## src/design/bounded_list_table_engine_unit_defines.svh

```systemverilog
// Assertion macros shared by the list engine RTL.
`ifndef BOUNDED_LIST_TABLE_ENGINE_UNIT_DEFINES_SVH
`define BOUNDED_LIST_TABLE_ENGINE_UNIT_DEFINES_SVH

// Check a property on every clock edge outside reset.
`define BLTE_ASSERT(label, prop, msg) \
    label: assert property (@(posedge clk) disable iff (!rst_n) (prop)) \
        else $error(msg);

// Check that a condition in one cycle leads to a consequence in the next.
`define BLTE_ASSERT_NEXT(label, ante, cons, msg) \
    label: assert property (@(posedge clk) disable iff (!rst_n) (ante) |=> (cons)) \
        else $error(msg);

`endif

```

## src/design/blte_pkg.sv

```systemverilog
// Types and constants for the bounded list engine.
package blte_pkg;

    localparam int LIST_DEPTH = 32;
    localparam int CNT_W      = 6;
    localparam int IDX_W      = 5;
    localparam int VALUE_W    = 32;
    localparam int APB_DW     = 32;
    localparam int APB_AW     = 3;

    localparam logic [CNT_W-1:0] CAP_RESET = 6'd32;
    localparam logic [CNT_W-1:0] DEPTH_CNT = 6'd32;

    // Register map: word index carried in paddr[2].
    localparam logic REG_CAPACITY = 1'b0;

    localparam logic [2:0] CMD_APPEND = 3'd0;
    localparam logic [2:0] CMD_INSERT = 3'd1;
    localparam logic [2:0] CMD_DELETE = 3'd2;
    localparam logic [2:0] CMD_READ   = 3'd3;
    localparam logic [2:0] CMD_FIND   = 3'd4;
    localparam logic [2:0] CMD_SORT   = 3'd5;
    localparam logic [2:0] CMD_SEARCH = 3'd6;

    localparam logic [1:0] STAT_OK   = 2'd0;
    localparam logic [1:0] STAT_OOR  = 2'd1;
    localparam logic [1:0] STAT_FULL = 2'd2;

    typedef enum logic [1:0] {
        ST_IDLE,
        ST_SORT,
        ST_SEARCH
    } state_t;

    typedef enum logic [1:0] {
        CELL_HOLD,
        CELL_INSERT,
        CELL_DELETE,
        CELL_SORT
    } cell_op_t;

    typedef struct packed {
        cell_op_t         op;
        logic [CNT_W-1:0] pos;
        logic [CNT_W-1:0] cnt;
        logic             odd;
    } cell_ctrl_t;

    typedef struct packed {
        logic [2:0]                cmd;
        logic [CNT_W-1:0]          position;
        logic signed [VALUE_W-1:0] value;
    } req_item_t;

    typedef struct packed {
        logic [1:0]                status;
        logic                      found;
        logic [IDX_W-1:0]          found_index;
        logic signed [VALUE_W-1:0] read_value;
        logic [CNT_W-1:0]          count;
    } rsp_item_t;

endpackage

```

## src/design/blte_cell.sv

```systemverilog
// One list slot: holds an entry and trades it with its neighbors.
module blte_cell
    import blte_pkg::*;
#(
    parameter int DATA_WIDTH = 32,
    parameter int IDX        = 0
)
(
    input  logic                         clk,
    input  cell_ctrl_t                   ctrl,
    input  logic signed [DATA_WIDTH-1:0] key,
    input  logic signed [DATA_WIDTH-1:0] left,
    input  logic signed [DATA_WIDTH-1:0] right,
    output logic signed [DATA_WIDTH-1:0] data,
    output logic                         match
);

    localparam logic [CNT_W-1:0] ME    = CNT_W'(IDX);
    localparam logic [CNT_W-1:0] ME_UP = CNT_W'(IDX + 1);

    logic signed [DATA_WIDTH-1:0] data_reg;
    logic signed [DATA_WIDTH-1:0] data_next;
    logic                         lower;

    // Lower slot of the pair in this phase of the odd-even sort.
    assign lower = (ME[0] == ctrl.odd);

    always_comb
    begin
        data_next = data_reg;
        case (ctrl.op)
            CELL_INSERT:
            begin
                if (ctrl.pos == ME)
                    data_next = key;
                else if (ME > ctrl.pos)
                    data_next = left;
            end
            CELL_DELETE:
            begin
                if (ME >= ctrl.pos)
                    data_next = right;
            end
            CELL_SORT:
            begin
                if (lower)
                begin
                    if ((ME_UP < ctrl.cnt) && (data_reg > right))
                        data_next = right;
                end
                else
                begin
                    if ((ME < ctrl.cnt) && (left > data_reg))
                        data_next = left;
                end
            end
            default:
            begin
                data_next = data_reg;
            end
        endcase
    end

    always_ff @(posedge clk)
    begin
        data_reg <= data_next;
    end

    assign data  = data_reg;
    assign match = (data_reg == key) && (ME < ctrl.cnt);

endmodule

```

## config.mk

```make
export PLATFORM = sky130hd
export DESIGN_NAME = blte_cell
export DESIGN_NICKNAME = d
export VERILOG_FILES = /design/src/design/bounded_list_table_engine_unit_defines.svh /design/src/design/blte_pkg.sv /design/src/design/blte_cell.sv
export SDC_FILE = /design/constraint.sdc
export NUM_CORES = 1
export LEC_CHECK = 0
export BUFFER_PORTS_ARGS = -buffer_cell sky130_fd_sc_hd__buf_2
export CAP_MARGIN = 20
export CORE_MARGIN = 2
export CORE_UTILIZATION = 45
export CTS_CLUSTER_DIAMETER = 120
export CTS_CLUSTER_SIZE = 25
export DETAILED_ROUTE_END_ITERATION = 8
export PLACE_DENSITY = 0.83
export SKIP_CTS_REPAIR_TIMING = 1
export SYNTH_ARGS = -nofsm -noshare
export SYNTH_HDL_FRONTEND = slang
export SYNTH_SLANG_ARGS = --single-unit
export TNS_END_PERCENT = 100
```

## constraint.sdc

```tcl
create_clock -name clk -period 3.65 [get_ports clk]
set_clock_uncertainty 0.1 [all_clocks]
set_input_delay 0.1825 -clock clk [delete_from_list [all_inputs] [get_ports clk]]
set_output_delay 0.1825 -clock clk [all_outputs]
set_load 0.01 [all_outputs]
```

==> summary.txt <==
Run status
  – Status: finished clean

CTS
  – TritonCTS clock tree: done
  – Worst-path clk slew: ~0.08 ns
  – Clk_lat worst skew: about 0.29 ns
  – Clk Tree Root Cell: clkbuf_8
  – CTS Buffer Depth: 2
  – CTS Sinks: 32
  – CTS Buf Count: 5
  – H-tree Lvls: 2

Power and ir drop
  – Internal power: roughly 0.94 mW
  – Power Density: between 300 and 400 nW/um^2
  – P_sw: 0.563 mW
  – Switching share of power: ~37%
  – Clock Power Share: around a quarter
  – Max VDD drop: ~0.24 mV
  – Comb power frac: between 40% and 50%
  – LEAKAGE: between 2 and 2.5 nW
  – Flop pwr share: between 30% and 40%

STA
  – Final setup vio count: 0
  – Setup_tns: 0 ns
  – Final Critical Period: 3.09 ns
  – Relative slew slack: around half
  – Minimum hold slack: between 0.07 and 0.08 ns
  – Final worst path period share: between 80% and 90%
  – Unrepaired setup endpoints after global routing: no
  – Slew of the pin with the lowest slew margin: ~0.73 ns
  – Max Freq: between 300 and 400 MHz
  – Final Hold Fails: 0
  – Fin. max-slew vios: 0

Yosys
  – Synthesized netlist cell count: about 430
  – Yosys warnings: 0
  – Synthesized area: between 3000 and 4000 sq um
  – Synth top cells by count: nand2_1 (77), inv_1 (66), ha_1 (64), edfxtp_1 (32), xor2_1 (32)
  – Synth area leader: edfxtp_1
  – Mean Syn Cell Area: around 8 sq um
  – Seq/Total Area, Yosys: ~27%
  – Synth Register Bits: 32
  – Synth Net Count: between 600 and 700
  – Post-synth ARST share: 0%
  – Synth unique cells: 33
  – Number of synthesized flops with an enable pin: 32
  – Synth top area cells: edfxtp_1 (27%), ha_1 (22%), nand2_1 (8.1%)
  – Most frequent cell after synthesis: nand2_1
  – Synth top area share: a little over a quarter
  – Most used flip-flop cell after synthesis: edfxtp_1

Placed design
  – Placed cell count: approximately 680
  – Placer Congestion: about 0.89
  – PortBufs: approximately 140
  – Post-DP HPWL: 9.14 mm

Die
  – Area of the die: about 8600 sq um
  – Standard-cell rows: 32
  – Io pins: between 100 and 150
  – Die height: 93 um
  – Total core area: around 7700 sq um
  – Initial Util: a little under half
  – Die X: between 90 and 100 um

Setup path
  – Worst r2r src: data[23]
  – FF-to-FF End: data[7]
  – Crit. End Element: flip-flop
  – R2R Setup Slk: 0.56 ns
  – Worst setup path class: flip-flop to flip-flop
  – Cells on worst reg2reg path: 10
  – CP max stage delay: about 0.45 ns
  – Worst-path fanout max: 21
  – WP data arrival: between 2 and 3 ns
  – Critical Path Slowest Stage Cell: edfxtp_1
  – Critical Path Source Type: flip-flop
  – Critical path, cell by cell: inv_1 > ha_1 > a21oi_1 > o21ai_0 > a221o_1 > a211o_1 > or4_1 > and3_1 > a21oi_4 > buf_4
  – Worst path required time: approximately 3.5 ns

Route
  – Drt first pass iters: 5
  – Post-route DRC: 0
  – 1st-iter DRT viols: roughly 220
  – Via/cell ratio: 5.57
  – WL final: 11.0 mm
  – Antenna viol nets, final: 0
  – Wire length per cell: about 16 um
  – Routed via count: 3,810

GRT
  – Global-route wire length before repair: between 15 and 20 mm
  – Vias in the first global route: between 3,000 and 4,000
  – Pin count of the biggest net entering global routing: 34
  – Grt ovf: 0
  – Initial antenna violation count: 0
  – GRT Total Usage: about a quarter

Hold path
  – Worst Hold Class: input pin to flip-flop
  – WHS Path Cells: 3
  – Min-Delay Endpoint: data[13]
  – Worst hold start: left[13]

Finish
  – Area of the multi-input gates: 2340 sq um
  – Fin cells: between 600 and 700
  – Fillers: approximately 750
  – Layout Utilization: approximately three fifths
  – Nets: between 700 and 800
  – Max reg flops: 32
  – Share of layout cells above drive strength 1: 28.0%
  – FF+latch area: about 960 sq um
  – Antenna diodes: 0
  – P&R area growth vs syn: 27.7%

Flow run
  – Max-cap violations: 0
-- through the flow --
| step | instance area [sq um] | power [mW] | worst slack (ns) |
|---|---|---|---|
| 6_report | 4550 | 1.50 | 0.563 |
| 5_1_grt | 4550 | 1.60 | 0.336 |
| 3_5_place_dp | 4440 | 1.15 | 0.615 |
| 2_1_floorplan | 3560 | 0.887 | 0.142 |
| 4_1_cts | 4550 | 1.50 | 0.586 |
| 3_3_place_gp | 4440 | 1.13 | 0.675 |
-- layout by cell type (no fill, tap or decap), types with 10 or more instances in the layout --
master,Yosys,routed
buf_2,0,144
nand2_1,77,77
inv_1,66,66
ha_1,64,64
xor2_1,32,32
edfxtp_1,32,32
a22oi_1,31,31
a21oi_1,27,27
nand4_1,18,18
nor2_1,12,10
nor4_1,10,10
-- cell families (layout without fill, tap and decap cells) --
kind of cell	after synthesis	after routing	synth area share [%]
adders and majority gates	64	64	22.5
xor gates and xnor gates	32	32	7.86
and+or+nand+nor	143	143	18.5
AOI/OAI and AO/OA	87	87	16.3
DFF	32	32	27.0
buffers and inverters	75	224	7.90
-- how the worst max path moves through the flow --
stage | startpoint | slack, ns | to
4_1_cts | data[30] | 0.59 | data[24]
5_1_grt | data[23] | 0.34 | data[7]
2_1_floorplan | data[31] | 0.14 | data[0]
3_5_place_dp | data[31] | 0.61 | data[18]
6_report | data[23] | 0.56 | data[7]
3_3_place_gp | data[31] | 0.68 | data[19]
-- metal layers --
metal	vias to the layer above	share of wire, %	wire, um	track usage [%]
li1	1842	-	-	-
met1	1768	41	4530	32.7
met2	175	48	5220	43.1
met3	25	8.5	935	3.95
met4	0	2.4	264	7.84
met5	-	0	0	0
-- layout make-up --
| class | instances | area share [%] |
|---|---|---|
| Multi-Input combinational cell | 326 | 51.4 |
| Timing Repair Buffer | 150 | 16.8 |
| Inverter | 66 | 5.44 |
| Clock buffer | 5 | 1.51 |
| Sequential cell | 32 | 21.1 |
| Tap cell | 102 | 2.80 |
| Clock inverter | 3 | 0.935 |
-- power by group through the flow --
stage / Combinational (mW) / Clock [mW] / Sequential [mW]
2_1_floorplan: 0.328 / 0 / 0.560
3_3_place_gp: 0.586 / 0 / 0.541
3_5_place_dp: 0.602 / 0 / 0.546
4_1_cts: 0.607 / 0.354 / 0.538
5_1_grt: 0.685 / 0.367 / 0.547
6_report: 0.611 / 0.352 / 0.539
-- worst max-delay path, delay by kind of cell (launching register included) --
kind                     cells  cell delay [ns]
flip-flops                   1             0.45
AO/OA/AOI/OAI                5             0.98
adder cells (fa/ha/maj)      1             0.25
AND/OR/NAND/NOR              2             0.58
buffers and inverters        2             0.41
(Power assumes the default switching activity.)
